[config.mk]
export PLATFORM = sky130hd
export DESIGN_NAME = double_ended_queue
export DESIGN_NICKNAME = d
export VERILOG_FILES = /design/src/rtl/core/dq_pkg.sv /design/src/rtl/core/dq_ram.sv /design/src/rtl/core/dq_ctrl.sv /design/src/rtl/core/dq_datapath.sv /design/src/rtl/core/double_ended_queue.sv
export VERILOG_INCLUDE_DIRS = /design/src /design/src/rtl/core
export SDC_FILE = /design/constraint.sdc
export NUM_CORES = 1
export LEC_CHECK = 0
export BUFFER_PORTS_ARGS = -buffer_cell sky130_fd_sc_hd__clkbuf_2
export CORE_MARGIN = 5
export CORE_UTILIZATION = 45
export DETAILED_ROUTE_END_ITERATION = 12
export PLACE_DENSITY_LB_ADDON = 0.25
export RECOVER_POWER = 25
export SLEW_MARGIN = 5
export SYNTH_ARGS = -nofsm -noshare
export SYNTH_HDL_FRONTEND = slang
export SYNTH_SLANG_ARGS = --single-unit
export TNS_END_PERCENT = 30
[constraint.sdc]
create_clock -name clk -period 11.43 [get_ports clk]
set_clock_uncertainty 0.1 [all_clocks]
set_input_delay 2.286 -clock clk [delete_from_list [all_inputs] [get_ports clk]]
set_output_delay 2.286 -clock clk [all_outputs]
set_load 0.02 [all_outputs]
[src/rtl/core/double_ended_queue_assert.svh]
// assertion macros for the double ended queue
// expects clk and rst_n in the scope of each use
`ifndef DOUBLE_ENDED_QUEUE_ASSERT_SVH
`define DOUBLE_ENDED_QUEUE_ASSERT_SVH

// antecedent implies consequent in the same cycle
`define DQ_ASSERT_IMP(lbl, ante, cons, msg) \
  lbl: assert property (@(posedge clk) disable iff (!rst_n) (ante) |-> (cons)) \
    else $error(msg);

// antecedent implies consequent in the following cycle
`define DQ_ASSERT_NXT(lbl, ante, cons, msg) \
  lbl: assert property (@(posedge clk) disable iff (!rst_n) (ante) |=> (cons)) \
    else $error(msg);

`endif

[src/rtl/core/dq_pkg.sv]
// shared types and constants for the double ended queue
// no dependencies
`default_nettype none

package dq_pkg;

  localparam int DEPTH_DEF = 16;
  localparam int DATA_W    = 32;
  localparam int CMD_W     = 3;
  localparam int STS_W     = 2;

  typedef enum logic [CMD_W-1:0] {
    CMD_PUSH_FRONT = 3'd0,
    CMD_PUSH_REAR  = 3'd1,
    CMD_POP_FRONT  = 3'd2,
    CMD_POP_REAR   = 3'd3,
    CMD_PEEK_FRONT = 3'd4,
    CMD_PEEK_REAR  = 3'd5
  } cmd_t;

  typedef enum logic [STS_W-1:0] {
    STS_OK    = 2'd0,
    STS_EMPTY = 2'd1,
    STS_FULL  = 2'd2
  } status_t;

  typedef enum logic [1:0] {
    ST_IDLE = 2'd0,
    ST_EXEC = 2'd1,
    ST_RESP = 2'd2
  } state_t;

  typedef struct packed {
    logic load;
    logic exec;
    logic resp;
  } ctrl_t;

endpackage

`default_nettype wire

[src/rtl/core/dq_ram.sv]
// generic single write port ram with registered read
// no dependencies
`default_nettype none

module dq_ram #(
  parameter int WIDTH = 32,
  parameter int DEPTH = 16
) (
  input  wire logic                             clk,
  input  wire logic                             we,
  input  wire logic [$clog2(DEPTH)-1:0]         waddr,
  input  wire logic [WIDTH-1:0]                 wdata,
  input  wire logic [$clog2(DEPTH)-1:0]         raddr,
  output logic      [WIDTH-1:0]                 rdata_r
);

  logic [WIDTH-1:0] mem_r [DEPTH];

  always_ff @(posedge clk) begin
    if (we) begin
      mem_r[waddr] <= wdata;
    end
    rdata_r <= mem_r[raddr];
  end

endmodule

`default_nettype wire

[src/rtl/core/dq_ctrl.sv]
// sequencing state machine for the double ended queue
// depends on dq_pkg
`default_nettype none

module dq_ctrl (
  input  wire logic          clk,
  input  wire logic          rst_n,
  input  wire logic          start,
  output logic               busy,
  output dq_pkg::ctrl_t      ctrl
);
  import dq_pkg::*;

  state_t state_r, state_nxt;
  logic   accept;

  assign accept = start && !busy;

  always_ff @(posedge clk) begin
    if (!rst_n) begin
      state_r <= ST_IDLE;
    end else begin
      state_r <= state_nxt;
    end
  end

  always_comb begin
    state_nxt = state_r;
    case (state_r)
      ST_IDLE: begin
        if (accept) state_nxt = ST_EXEC;
      end
      ST_EXEC: state_nxt = ST_RESP;
      ST_RESP: begin
        state_nxt = accept ? ST_EXEC : ST_IDLE;
      end
      default: state_nxt = ST_IDLE;
    endcase
  end

  always_comb begin
    busy      = 1'b0;
    ctrl.load = 1'b0;
    ctrl.exec = 1'b0;
    ctrl.resp = 1'b0;
    case (state_r)
      ST_IDLE: ctrl.load = accept;
      ST_EXEC: begin
        busy      = 1'b1;
        ctrl.exec = 1'b1;
      end
      ST_RESP: begin
        ctrl.resp = 1'b1;
        ctrl.load = accept;
      end
      default: busy = 1'b1;
    endcase
  end

endmodule

`default_nettype wire

[src/rtl/core/dq_datapath.sv]
// ring pointers, slot store and result registers of the double ended queue
// depends on dq_pkg and dq_ram
`default_nettype none

module dq_datapath #(
  parameter int DEPTH = dq_pkg::DEPTH_DEF
) (
  input  wire logic                           clk,
  input  wire logic                           rst_n,
  input  wire dq_pkg::ctrl_t                  ctrl,
  input  wire logic [dq_pkg::CMD_W-1:0]       in_command,
  input  wire logic signed [dq_pkg::DATA_W-1:0] in_push_value,
  output logic signed [dq_pkg::DATA_W-1:0]    out_read_value,
  output logic [dq_pkg::STS_W-1:0]            out_status,
  output logic [$clog2(DEPTH+1)-1:0]          out_occupancy
);
  import dq_pkg::*;

  localparam int IDX_W = $clog2(DEPTH);
  localparam int CNT_W = $clog2(DEPTH + 1);
  localparam logic [IDX_W-1:0] LAST_IDX  = IDX_W'(DEPTH - 1);
  localparam logic [CNT_W-1:0] FULL_CNT  = CNT_W'(DEPTH);

  logic [CMD_W-1:0]  cmd_r;
  logic [DATA_W-1:0] val_r;
  logic [IDX_W-1:0]  head_r, head_nxt, tail_r, tail_nxt;
  logic [CNT_W-1:0]  count_r, count_nxt;
  logic [STS_W-1:0]  status_r, status_nxt;
  logic [CNT_W-1:0]  occ_r;
  logic              use_ram_r, use_ram_nxt;
  logic              empty_r;
  logic [IDX_W-1:0]  head_prev, head_next, tail_prev, tail_next;
  logic              full, empty;
  logic              we;
  logic [IDX_W-1:0]  waddr, raddr;
  logic [DATA_W-1:0] rdata;

  assign full      = (count_r == FULL_CNT);
  assign empty     = (count_r == '0);
  assign head_prev = (head_r == '0) ? LAST_IDX : head_r - 1'b1;
  assign head_next = (head_r == LAST_IDX) ? '0 : head_r + 1'b1;
  assign tail_prev = (tail_r == '0) ? LAST_IDX : tail_r - 1'b1;
  assign tail_next = (tail_r == LAST_IDX) ? '0 : tail_r + 1'b1;

  always_comb begin
    head_nxt    = head_r;
    tail_nxt    = tail_r;
    count_nxt   = count_r;
    status_nxt  = STS_OK;
    use_ram_nxt = 1'b0;
    we          = 1'b0;
    waddr       = tail_r;
    raddr       = head_r;
    case (cmd_r)
      CMD_PUSH_FRONT: begin
        if (full) begin
          status_nxt = STS_FULL;
        end else begin
          we        = 1'b1;
          waddr     = head_prev;
          head_nxt  = head_prev;
          count_nxt = count_r + 1'b1;
        end
      end
      CMD_PUSH_REAR: begin
        if (full) begin
          status_nxt = STS_FULL;
        end else begin
          we        = 1'b1;
          waddr     = tail_r;
          tail_nxt  = tail_next;
          count_nxt = count_r + 1'b1;
        end
      end
      CMD_POP_FRONT: begin
        if (empty) begin
          status_nxt = STS_EMPTY;
        end else begin
          use_ram_nxt = 1'b1;
          raddr       = head_r;
          head_nxt    = head_next;
          count_nxt   = count_r - 1'b1;
        end
      end
      CMD_POP_REAR: begin
        if (empty) begin
          status_nxt = STS_EMPTY;
        end else begin
          use_ram_nxt = 1'b1;
          raddr       = tail_prev;
          tail_nxt    = tail_prev;
          count_nxt   = count_r - 1'b1;
        end
      end
      CMD_PEEK_FRONT: begin
        if (empty) begin
          status_nxt = STS_EMPTY;
        end else begin
          use_ram_nxt = 1'b1;
          raddr       = head_r;
        end
      end
      CMD_PEEK_REAR: begin
        if (empty) begin
          status_nxt = STS_EMPTY;
        end else begin
          use_ram_nxt = 1'b1;
          raddr       = tail_prev;
        end
      end
      default: ;
    endcase
  end

  // request capture
  always_ff @(posedge clk) begin
    if (ctrl.load) begin
      cmd_r <= in_command;
      val_r <= in_push_value;
    end
  end

  always_ff @(posedge clk) begin
    if (!rst_n) begin
      head_r  <= '0;
      tail_r  <= '0;
      count_r <= '0;
    end else if (ctrl.exec) begin
      head_r  <= head_nxt;
      tail_r  <= tail_nxt;
      count_r <= count_nxt;
    end
  end

  always_ff @(posedge clk) begin
    if (ctrl.exec) begin
      status_r  <= status_nxt;
      occ_r     <= count_nxt;
      use_ram_r <= use_ram_nxt;
      empty_r   <= (status_nxt == STS_EMPTY);
    end
  end

  dq_ram #(
    .WIDTH (DATA_W),
    .DEPTH (DEPTH)
  ) u_ram (
    .clk     (clk),
    .we      (we && ctrl.exec),
    .waddr   (waddr),
    .wdata   (val_r),
    .raddr   (raddr),
    .rdata_r (rdata)
  );

  assign out_read_value = use_ram_r ? rdata : (empty_r ? '1 : '0);
  assign out_status     = status_r;
  assign out_occupancy  = occ_r;

endmodule

`default_nettype wire

[src/rtl/core/double_ended_queue.sv]
// top level of the double ended queue: controller, datapath and checks
// depends on dq_pkg, dq_ctrl, dq_datapath and double_ended_queue_assert.svh
//
// usage
//   a request is taken at a rising edge with start high and busy low; it
//   carries in_command and in_push_value (ignored for non-push commands)
//   each request gives exactly one result, shown for one cycle with
//   out_valid high on out_read_value, out_status and out_occupancy
//   sequence: the accepting edge moves the controller to ST_EXEC, which
//   executes the request; ST_RESP follows and shows the result
//   the slot ram read is registered, so ST_EXEC updates the pointers and
//   addresses the ram and ST_RESP presents its data; no request is taken
//   in ST_EXEC (busy high), but a new request may be taken in the
//   cycle the result is shown
//   the receiver cannot stall: a result is gone after its one cycle
//   reset (rst_n low, synchronous) empties the queue and drops any request
//   in flight; the slot ram is not cleared, only written slots are read
`default_nettype none

module double_ended_queue #(
  parameter int DEPTH = dq_pkg::DEPTH_DEF
) (
  input  wire logic                             clk,
  input  wire logic                             rst_n,
  input  wire logic                             start,
  output logic                                  busy,
  input  wire logic [dq_pkg::CMD_W-1:0]         in_command,
  input  wire logic signed [dq_pkg::DATA_W-1:0] in_push_value,
  output logic                                  out_valid,
  output logic signed [dq_pkg::DATA_W-1:0]      out_read_value,
  output logic [dq_pkg::STS_W-1:0]              out_status,
  output logic [$clog2(DEPTH+1)-1:0]            out_occupancy
);
  import dq_pkg::*;

  ctrl_t ctrl;

  dq_ctrl u_ctrl (
    .clk   (clk),
    .rst_n (rst_n),
    .start (start),
    .busy  (busy),
    .ctrl  (ctrl)
  );

  dq_datapath #(
    .DEPTH (DEPTH)
  ) u_datapath (
    .clk            (clk),
    .rst_n          (rst_n),
    .ctrl           (ctrl),
    .in_command     (in_command),
    .in_push_value  (in_push_value),
    .out_read_value (out_read_value),
    .out_status     (out_status),
    .out_occupancy  (out_occupancy)
  );

  assign out_valid = ctrl.resp;

`include "double_ended_queue_assert.svh"

  `DQ_ASSERT_NXT(a_accept_busy, start && !busy, busy && !out_valid, "accept not followed by busy")
  `DQ_ASSERT_IMP(a_latency, start && !busy, ##2 out_valid, "result missing two cycles after accept")
  `DQ_ASSERT_NXT(a_strobe, out_valid, !out_valid, "result strobe longer than one cycle")
  `DQ_ASSERT_IMP(a_occ_bound, out_valid, out_occupancy <= DEPTH, "occupancy beyond depth")

endmodule

`default_nettype wire
==> metrics.csv, run 1 <==
metric,value,unit
hold_buffers,0,
routed.top_layer,met4,
finalCriticalPeriod,5030,ps
cts_max_level,3,
dr.pass1.iters,8,
yosysTopAreaCell,edfxtp_1,
drc,0,
antenna_cells,0,
path_clk_slew,60,ps
syn_area,27200,um2
ys.flop_type,edfxtp_1,
grt_max_degree,177,
cts-resized-gates,0,
final_cell_area,30500,um2
post_synth_num_cell_types,72,
die_h,256,um
hold_viol,0,
pin_count,79,
setup-violations-final,0,
syn_nets,2107,
rsz0062_at_grt,false,
num_vias,18900,
pwr-share-comb,6.8,%
cts_buffer_depth,3,
drive_above_1_share,15.6,%
path_max_fanout,52,
synth_area_leaders,"edfxtp_1 (61%), mux2i_1 (4.9%), dfxtp_1 (3.5%), nand2_1 (2.8%), mux2_2 (2.4%)",
rows,90,
power_switching,1.12,mW
tightest_slew,1170,ps
syn2layout_area_growth,12.1,%
grt_usage,23.6,%
cp-end-kind,register,
synth_top_area_share,61.3,%
viasPerCell,6.48,
yosysMostFrequentCell,edfxtp_1,
grt_overflow,0,
wl,79800,um
antenna_left,0,
fin_hold_ws,466,ps
finalCritPeriodShare,44.0,%
routed-wl-met2,37200,um
dieArea,65500,um2
cts_setup_buffers,0,
gp_congestion,0.804,
core_area,60100,um2
ir_worst_vdd,0.109,mV
synth_edf_count,556,
setup_tns,0,ps
met1_length,33200,um
ys_warn_count,0,
hpwl,40700,um
async_reset_ff_share,0,%
worst_setup_path_start_kind,register,
yosysSeqAreaShare,64.8,%
fin_util,50.8,%
drt_iter0_drc,2115,
num-nets-final,2128,
initial_utilization,45.3,%
floorplan.die.width,256,um
synthTopCellsByCount,"edfxtp_1 (556), nand2_1 (206), mux2i_1 (132), a21oi_1 (114), clkbuf_1 (112)",
syn-mean-instance-area,13.2,um2
antenna_found_initial,1,
internal_power,3.78,mW
slew_violations,0,
arrival,5380,ps
grt_pass1_wl,118000,um
hold_path_class,reg -> reg,
placed_area,28400,um2
drv_cap,0,
fmax,0.199,GHz
grt_pass1_vias,19100,
dr_wl_met3,6700,um
total_power,4.90,mW
path_class,reg -> reg,
pwr-share-clk,42.4,%
insertion_delay,610,ps
clockRootBuffer,clkbuf_16,
synth_seq_cells,603,
p_leak,10.2,nW
cts.sink_count,603,
synthesis.instances,2063,
power_frac_seq,50.8,%
switching_share,22.9,%
power_density,161,nW/um2
numPortBuffers,78,
wl_per_cell,27.4,um
worstPathRequired,11780,ps
slew_headroom,21.4,%
cts_made_buffers,66,
outcome,completed,
cts_tree,built,
## registers in the layout, summed over array words and instances, names as in the netlist
register,cells
u_datapath.count_r,5
u_datapath.tail_r,4
u_datapath.use_ram_r,1
u_datapath.out_status,2
u_datapath.empty_r,1
u_datapath.out_occupancy,5
u_datapath.val_r,32
u_ctrl.state_r,2
u_datapath.cmd_r,3
u_datapath.head_r,4
u_datapath.u_ram.mem_r,512
u_datapath.u_ram.rdata_r,32
## metal layers
metal	vias to the layer above	global-route usage, %
met2	982	38.1
li1	8245	-
met4	0	9.07
met5	-	0
met3	192	4.42
met1	9477	31.9
## final cells by class
type	instances	area (um2)
sequential	603	17600
inverter	13	50.0
clock inverter	25	239
tap	782	978
timing repair buffer	127	771
clock buffer	94	1880
fill	5126	29600
multi-input combinational	1273	8960
## final timing paths
kind | startpoint | end | slack (ps) | depth (start not counted)
hold reg to reg | u_datapath.u_ram.mem_r[7][29]$_DFFE_PP_ | u_datapath.u_ram.rdata_r[29]$_DFF_P_ | 470 | 2
setup reg to reg | u_datapath.tail_r[0]$_SDFFE_PN0P_ | u_datapath.u_ram.rdata_r[1]$_DFF_P_ | 6400 | 11
setup / recovery | u_datapath.tail_r[0]$_SDFFE_PN0P_ | u_datapath.u_ram.rdata_r[1]$_DFF_P_ | 6400 | 11
hold / removal | u_datapath.u_ram.mem_r[7][29]$_DFFE_PP_ | u_datapath.u_ram.rdata_r[29]$_DFF_P_ | 470 | 2
## worst max-delay path: stages, from the launching register on
cell and delay (ps):
dfxtp_1 290, buf_4 260, inv_1 260, ha_2 300, nor3b_1 690, o2111ai_1 350, o21ai_4 310, buf_4 760
buf_4 810, mux2_2 420, o211ai_1 150, nand4_1 150
## placed cells by master (no fill, tap or decap), types with 10 or more instances in the layout
master	Yosys	routed
o22ai_1	13	13
mux2i_1	132	131
clkinv_2	0	13
a22o_1	20	20
and3_1	27	27
a21oi_1	114	114
a2111oi_0	30	30
o21ai_0	70	70
o32a_1	28	26
nand4_1	26	26
nand2_1	206	205
o2111ai_1	13	13
a21o_1	49	49
inv_1	11	10
clkbuf_16	0	68
a2bb2oi_1	37	37
o211ai_1	26	26
a211oi_1	36	36
buf_4	5	48
clkbuf_2	2	78
clkbuf_1	112	18
dfxtp_1	47	45
nor2_1	46	45
a32oi_1	52	52
nor3_2	1	17
nor3_1	63	46
edfxtp_1	556	556
mux2_2	57	57
nand3_1	33	33
and2_1	17	17
nand3b_1	11	11
a221oi_1	27	27
nor2b_1	27	26
## power by group through the flow
stage	sequential (mW)	combinational, mW	clock [mW]
CTS	2.49	0.332	2.12
detailed placement	2.54	0.330	0
global route	2.50	0.359	2.21
global placement	2.54	0.325	0
finish	2.49	0.333	2.08
floorplan	2.51	0.233	0
## cells by family after synthesis
| group | after synthesis | share of synthesized area (%) |
|---|---|---|
| buffers and inverters | 187 | 2.98 |
| muxes | 193 | 7.47 |
| DFF | 603 | 64.8 |
| xor gates and xnor gates | 10 | 0.322 |
| adders and majority gates | 6 | 0.276 |
| and+or+nand+nor | 481 | 8.55 |
| AOI/OAI and AO/OA | 583 | 15.6 |
## metrics by stage
step	worst slack (ps)	cells
2_1_floorplan	6650	2063
3_3_place_gp	6500	2798
3_5_place_dp	6490	2798
4_1_cts	6450	2917
5_1_grt	6140	2917
6_report	6400	2917
No activity file was read; power rests on OpenSTA's default activity.
==> run 2, diff against run 1 <==
Settings changed: ABC_AREA set to 1.
Clock period 11.43 ns to 4.9 ns, I/O delays scaled along.
==> run 2 against run 1 <==
  * Worst hold slack worse by 16 ps
  * Clock power grew 140%
  * Sequential power up 130%
  * Worst setup slack got worse by 5100 ps
  * Critical path type is now reg -> out
  * Largest power group unchanged
==> metrics.csv, run 2 <==
metric,value,unit,change
hold_path_class,in -> reg,,
synth_seq_cells,603,,unchanged
arrival,2530,ps,-2850 ps
synthTopCellsByCount,"edfxtp_1 (556), nand2_1 (527), nand3_1 (495), inv_1 (448), nand3b_1 (97)",,
ys.flop_type,edfxtp_1,,
viasPerCell,5.15,,-20%
path_delay_family,simple AND/OR/NAND/NOR gates,,
cts-resized-gates,0,,unchanged
cts_tree,built,,
setup-violations-final,0,,unchanged
synth_area_leaders,"edfxtp_1 (64%), nand3_1 (9.6%), nand2_1 (7.6%), inv_1 (6.5%), dfxtp_1 (3.6%)",,
async_reset_ff_share,0,%,unchanged
critPathSlowestCell,nand2_2,,
gp_congestion,0.800,,-0.49%
rows,88,,-2.2%
pin_count,79,,unchanged
worstPathRequired,3820,ps,-7960 ps
rrSetupSlack,1440,ps,-4960 ps
numPortBuffers,78,,unchanged
ys_warn_count,0,,unchanged
crit_buf_inv,3,,-1
floorplan.die.width,250,um,-2.4%
cp-end-kind,output port,,
power_density,405,nW/um2,+150%
slowest_delay,710,ps,-100 ps
synthesis.instances,2416,,+17%
synth_edf_count,556,,unchanged
path_max_fanout,33,,-37%
slew_violations,0,,unchanged
wl_per_cell,19.1,um,-30%
tightest_slew,1180,ps,+10.5 ps
finalCriticalPeriod,3610,ps,
crit_chain,"buf_4, inv_1, nand2_2, nand2_1, clkbuf_2",,
antenna_left,0,,unchanged
wl,62800,um,-21%
top_regs,"u_datapath.u_ram.mem_r x512, u_datapath.u_ram.rdata_r x32, u_datapath.val_r x32",,
syn_area,25900,um2,-4.9%
synth_top_area_share,64.5,%,+3.2 points
syn2layout_area_growth,12.9,%,
rsz0062_at_grt,false,,
core_area,57400,um2,-4.6%
fmax,0.277,GHz,
grt_usage,20.0,%,-3.6 points
path_class,reg -> out,,
drv_cap,0,,unchanged
hold_viol,0,,unchanged
drc,0,,unchanged
dp_worst_setup_slack,1380,ps,-5100 ps
hold_buffers,0,,unchanged
insertion_delay,600,ps,about the same
ir_worst_vdd,0.229,mV,+110%
cts_max_level,3,,unchanged
p_leak,12.1,nW,+18%
grt_overflow,0,,unchanged
cts_setup_buffers,0,,unchanged
worst_setup_path_start_kind,register,,
largest_reg_flops,512,,unchanged
dieArea,62400,um2,-4.7%
cts_buffer_depth,3,,unchanged
yosysSeqAreaShare,68.1,%,+3.4 points
initial_utilization,45.1,%,-0.16 points
clockRootBuffer,clkbuf_16,,
num-nets-final,2513,,+18%
grt_pass1_wl,97900,um,-17%
worst_slack,1290,ps,-5110 ps
syn-mean-instance-area,10.7,um2,-19%
cts.sink_count,603,,unchanged
yosysTopAreaCell,edfxtp_1,,
yosysMostFrequentCell,edfxtp_1,,
drt_iter0_drc,1725,,-18%
syn_nets,2460,,+17%
cts_made_buffers,67,,+1.5%
hpwl,35300,um,-13%
regMostFlops,u_datapath.u_ram.mem_r,,
final_common_cell,edfxtp_1,,
drive_above_1_share,9.55,%,-6.0 points
finalCritPeriodShare,73.7,%,
setup_tns,0,ps,unchanged
antenna_cells,0,,unchanged
post_synth_num_cell_types,38,,-47%
antenna_found_initial,0,,-1
layout_common_cells,"edfxtp_1 (556), nand2_1 (525), nand3_1 (495), inv_1 (447), nand3b_1 (97)",,
nFillCells,5101,,-0.49%
num_vias,16900,,-10%
outcome,completed,,
grt_pass1_vias,16900,,-11%
die_h,250,um,-2.4%
dr.pass1.iters,6,,-2
slew_headroom,21.1,%,-0.30 points
path_clk_slew,60,ps,about the same
grt_max_degree,88,,-50%
## run 2: per-layer routing
| layer | vias to the layer above | track usage, % | part of all wire [%] |
|---|---|---|---|
| met5 | - | 0 | 0 |
| met4 | 0 | 6.15 | 2.2 |
| met3 | 88 | 3.06 | 6.1 |
| met2 | 550 | 33.3 | 48 |
| met1 | 8220 | 27.3 | 43 |
| li1 | 8087 | - | - |
## run 2: cell families (layout without fill, tap and decap cells)
kind of cell    after synthesis  count (layout)  synth area share (%)
compound gates               47              47                  1.01
xor+xnor                     11              11                 0.372
fa+ha+maj                     6               6                 0.290
flops                       603             603                  68.1
simple gates               1167            1167                  21.0
buf+inv                     582             689                  9.22
## run 2: metrics by stage
| stage | power, mW | utilization, % | std cells | instance area [um2] | hold WS [ps] |
|---|---|---|---|---|---|
| after floorplan | 6.65 | - | 2416 | 25900 | 365 |
| after global placement | 7.04 | 47.2 | 3165 | 27100 | 447 |
| after detailed placement | 7.06 | 47.2 | 3165 | 27100 | 457 |
| after CTS | 12.0 | 50.9 | 3288 | 29200 | 420 |
| after global routing | 12.3 | 50.9 | 3288 | 29200 | 434 |
| final | 11.8 | 50.9 | 3288 | 29200 | 450 |
## run 2: final timing paths
kind / end / cells past startpoint / start
setup / recovery: out_read_value[2] / 5 / u_datapath.use_ram_r$_SDFFCE_PP0N_
hold / removal: u_datapath.val_r[7]$_DFFE_PP_ / 1 / in_push_value[7]
setup reg to reg: u_datapath.u_ram.mem_r[13][12]$_DFFE_PP_ / 10 / u_datapath.count_r[1]$_SDFFE_PN0N_
hold reg to reg: u_ctrl.state_r[0]$_SDFFE_PN0P_ / 1 / u_ctrl.state_r[0]$_SDFFE_PN0P_
## run 2: report_power, final
part           internal, mW  total, mW  switching (mW)
Sequential             5.74       5.85           0.114
Clock                  2.90       4.90            1.99
Combinational         0.318       1.08           0.766
## run 2: cell type report
cell class	count	area (um2)	area share [%]
flip-flops and latches	603	17600	60.4
well taps	765	957	3.28
clock buffers	89	1790	6.12
inverters	452	1700	5.81
repair buffers	114	718	2.46
multi-input cells	1231	6070	20.8
clock inverters	34	352	1.20
## run 2: worst reg2reg max path, cell delays in order (launching register included)
cell	delay [ps]
dfxtp_1	330
inv_1	120
ha_1	270
nand2_1	80
nor2_1	160
nand2_1	130
nand2_1	190
inv_1	100
o21ai_1	210
nand3_1	360
nor2_4	1010
==> run 3, diff against run 2 <==
Clock period 4.9 ns to 3.7 ns, I/O delays scaled along.
==> run 3 against run 2 <==
  * Worst hold slack lost 230 ps
  * Utilization increased by 0.62 points
  * Design area up 1.2%
  * Non-clock buffer count increased by 19
  * Clock power increased by 31%
  * First-iteration DRC count shrank 13%
  * Final cell count is 0.61% higher
  * Critical endpoint is now u_datapath.u_ram.mem_r[15][15]$_DFFE_PP_
  * Combinational power increased by 35%
==> metrics.csv, run 3 (synthesized netlist as in run 2, its figures left out) <==
metric,value,unit,change
gp_congestion,0.844,,+5.5%
slew_violations,0,,unchanged
wl,63700,um,+1.4%
critPathSlowestCell,buf_4,,
insertion_delay,590,ps,about the same
grt_max_degree,129,,+47%
hold_buffers,0,,unchanged
instances_no_fill,3308,,+0.61%
core_area,57400,um2,unchanged
cts.sink_count,603,,unchanged
cts_max_level,3,,unchanged
path_delay_family,simple AND/OR/NAND/NOR gates,,
grt_pass1_vias,16700,,-1.5%
top_regs,"u_datapath.u_ram.mem_r x512, u_datapath.u_ram.rdata_r x32, u_datapath.val_r x32",,
largest_reg_flops,512,,unchanged
place_inst,3184,,+0.60%
rows,88,,unchanged
regMostFlops,u_datapath.u_ram.mem_r,,
cts-resized-gates,0,,unchanged
fin_util,51.6,%,+0.62 points
crit_buf_inv,3,,unchanged
drt_iter0_drc,1507,,-13%
worst_setup_path_start_kind,register,,
cp-end-kind,register,,
numPortBuffers,78,,unchanged
antenna_left,0,,unchanged
drive_above_1_share,10.1,%,+0.55 points
num_vias,17100,,+0.88%
min_path_cells,1,,unchanged
finalCriticalPeriod,3130,ps,
cts_setup_buffers,0,,unchanged
clockRootBuffer,clkbuf_16,,
path_clk_slew,60,ps,about the same
wl_per_cell,19.2,um,+0.74%
slew_headroom,38.3,%,+17 points
tightest_slew,922,ps,-259 ps
cts_tree,built,,
grt_pass1_wl,97000,um,-0.96%
power_density,529,nW/um2,+31%
outcome,completed,,
antenna_found_initial,0,,unchanged
setup-violations-final,0,,unchanged
cts_buffer_depth,3,,unchanged
floorplan.die.width,250,um,unchanged
crit_path_frequent_cell,nand2_1,,
antenna_cells,0,,unchanged
setup_tns,0,ps,unchanged
drc,0,,unchanged
final_common_cell,edfxtp_1,,
dieArea,62400,um2,unchanged
hold_viol,0,,unchanged
drv_cap,0,,unchanged
arrival,3250,ps,+720 ps
initial_utilization,45.1,%,unchanged
worstPathRequired,3810,ps,about the same
num-nets-final,2532,,+0.76%
cts_made_buffers,67,,unchanged
grt_usage,20.0,%,-0.037 points
rsz0062_at_grt,false,,
total_power,15.6,mW,+32%
viasPerCell,5.17,,+0.27%
pin_count,79,,unchanged
fmax,0.319,GHz,
slowest_delay,460,ps,-250 ps
syn2layout_area_growth,14.2,%,
dr.pass1.iters,5,,-1
die_h,250,um,unchanged
worstRegToRegCells,11,,+1
grt_overflow,0,,unchanged
layout_common_cells,"edfxtp_1 (556), nand2_1 (525), nand3_1 (495), inv_1 (447), nand3b_1 (97)",,
hpwl,33600,um,-4.7%
path_max_fanout,23,,-30%
path_class,reg -> reg,,
path_depth,11,,+6
ir_worst_vdd,0.278,mV,+21%
hold_path_class,in -> reg,,
crit_chain,"inv_1, ha_1, nand2_1, nor2_1, nand2_1, nand2_1, inv_1, o21ai_1, nand3_1, nor2_4, buf_4",,
finalCritPeriodShare,84.7,%,
p_leak,12.2,nW,+1.3%
[run 3: report_power, final]
group	internal (mW)	switching, mW
clock	3.80	2.63
sequential	7.60	0.135
combinational	0.459	1.01
[run 3: routing by layer]
| layer | vias up | routed length [um] | GRT usage [%] |
|---|---|---|---|
| met3 | 101 | 3850 | 3.16 |
| met5 | - | 0 | 0 |
| met4 | 0 | 1580 | 6.44 |
| met2 | 568 | 30900 | 34.0 |
| met1 | 8303 | 27300 | 26.4 |
| li1 | 8122 | - | - |
[run 3: worst reg2reg max path, stage by stage, from the launching register on]
cell	delay [ps]
dfxtp_1	340
inv_1	100
ha_1	260
nand2_1	70
nor2_1	180
nand2_1	140
nand2_1	210
inv_1	100
o21ai_1	220
nand3_1	380
nor2_4	200
buf_4	460
[run 3: final cells by class]
class	instances	area [um2]
Timing Repair Buffer	133	1090
Clock buffer	98	1870
Inverter	452	1700
Tap cell	765	957
Sequential cell	603	17600
Clock inverter	26	263
Multi-Input combinational cell	1231	6070
Fill cell	4926	27800
[run 3: worst paths after layout]
path	from	to	slack [ps]
worst min register to register	u_ctrl.state_r[0]$_SDFFE_PN0P_	u_ctrl.state_r[0]$_SDFFE_PN0P_	460
worst min-delay path	in_push_value[5]	u_datapath.val_r[5]$_DFFE_PP_	220
worst max register to register	u_datapath.count_r[0]$_SDFFE_PN0N_	u_datapath.u_ram.mem_r[15][15]$_DFFE_PP_	570
worst max-delay path	u_datapath.count_r[0]$_SDFFE_PN0N_	u_datapath.u_ram.mem_r[15][15]$_DFFE_PP_	570
[run 3: stage by stage]
step	instance area (um2)	worst slack, ps	hold slack, ps
after floorplan	25900	305	365
after global routing	29600	294	196
after CTS	29600	574	185
final	29600	565	221
after global placement	27500	673	447
after detailed placement	27500	596	454
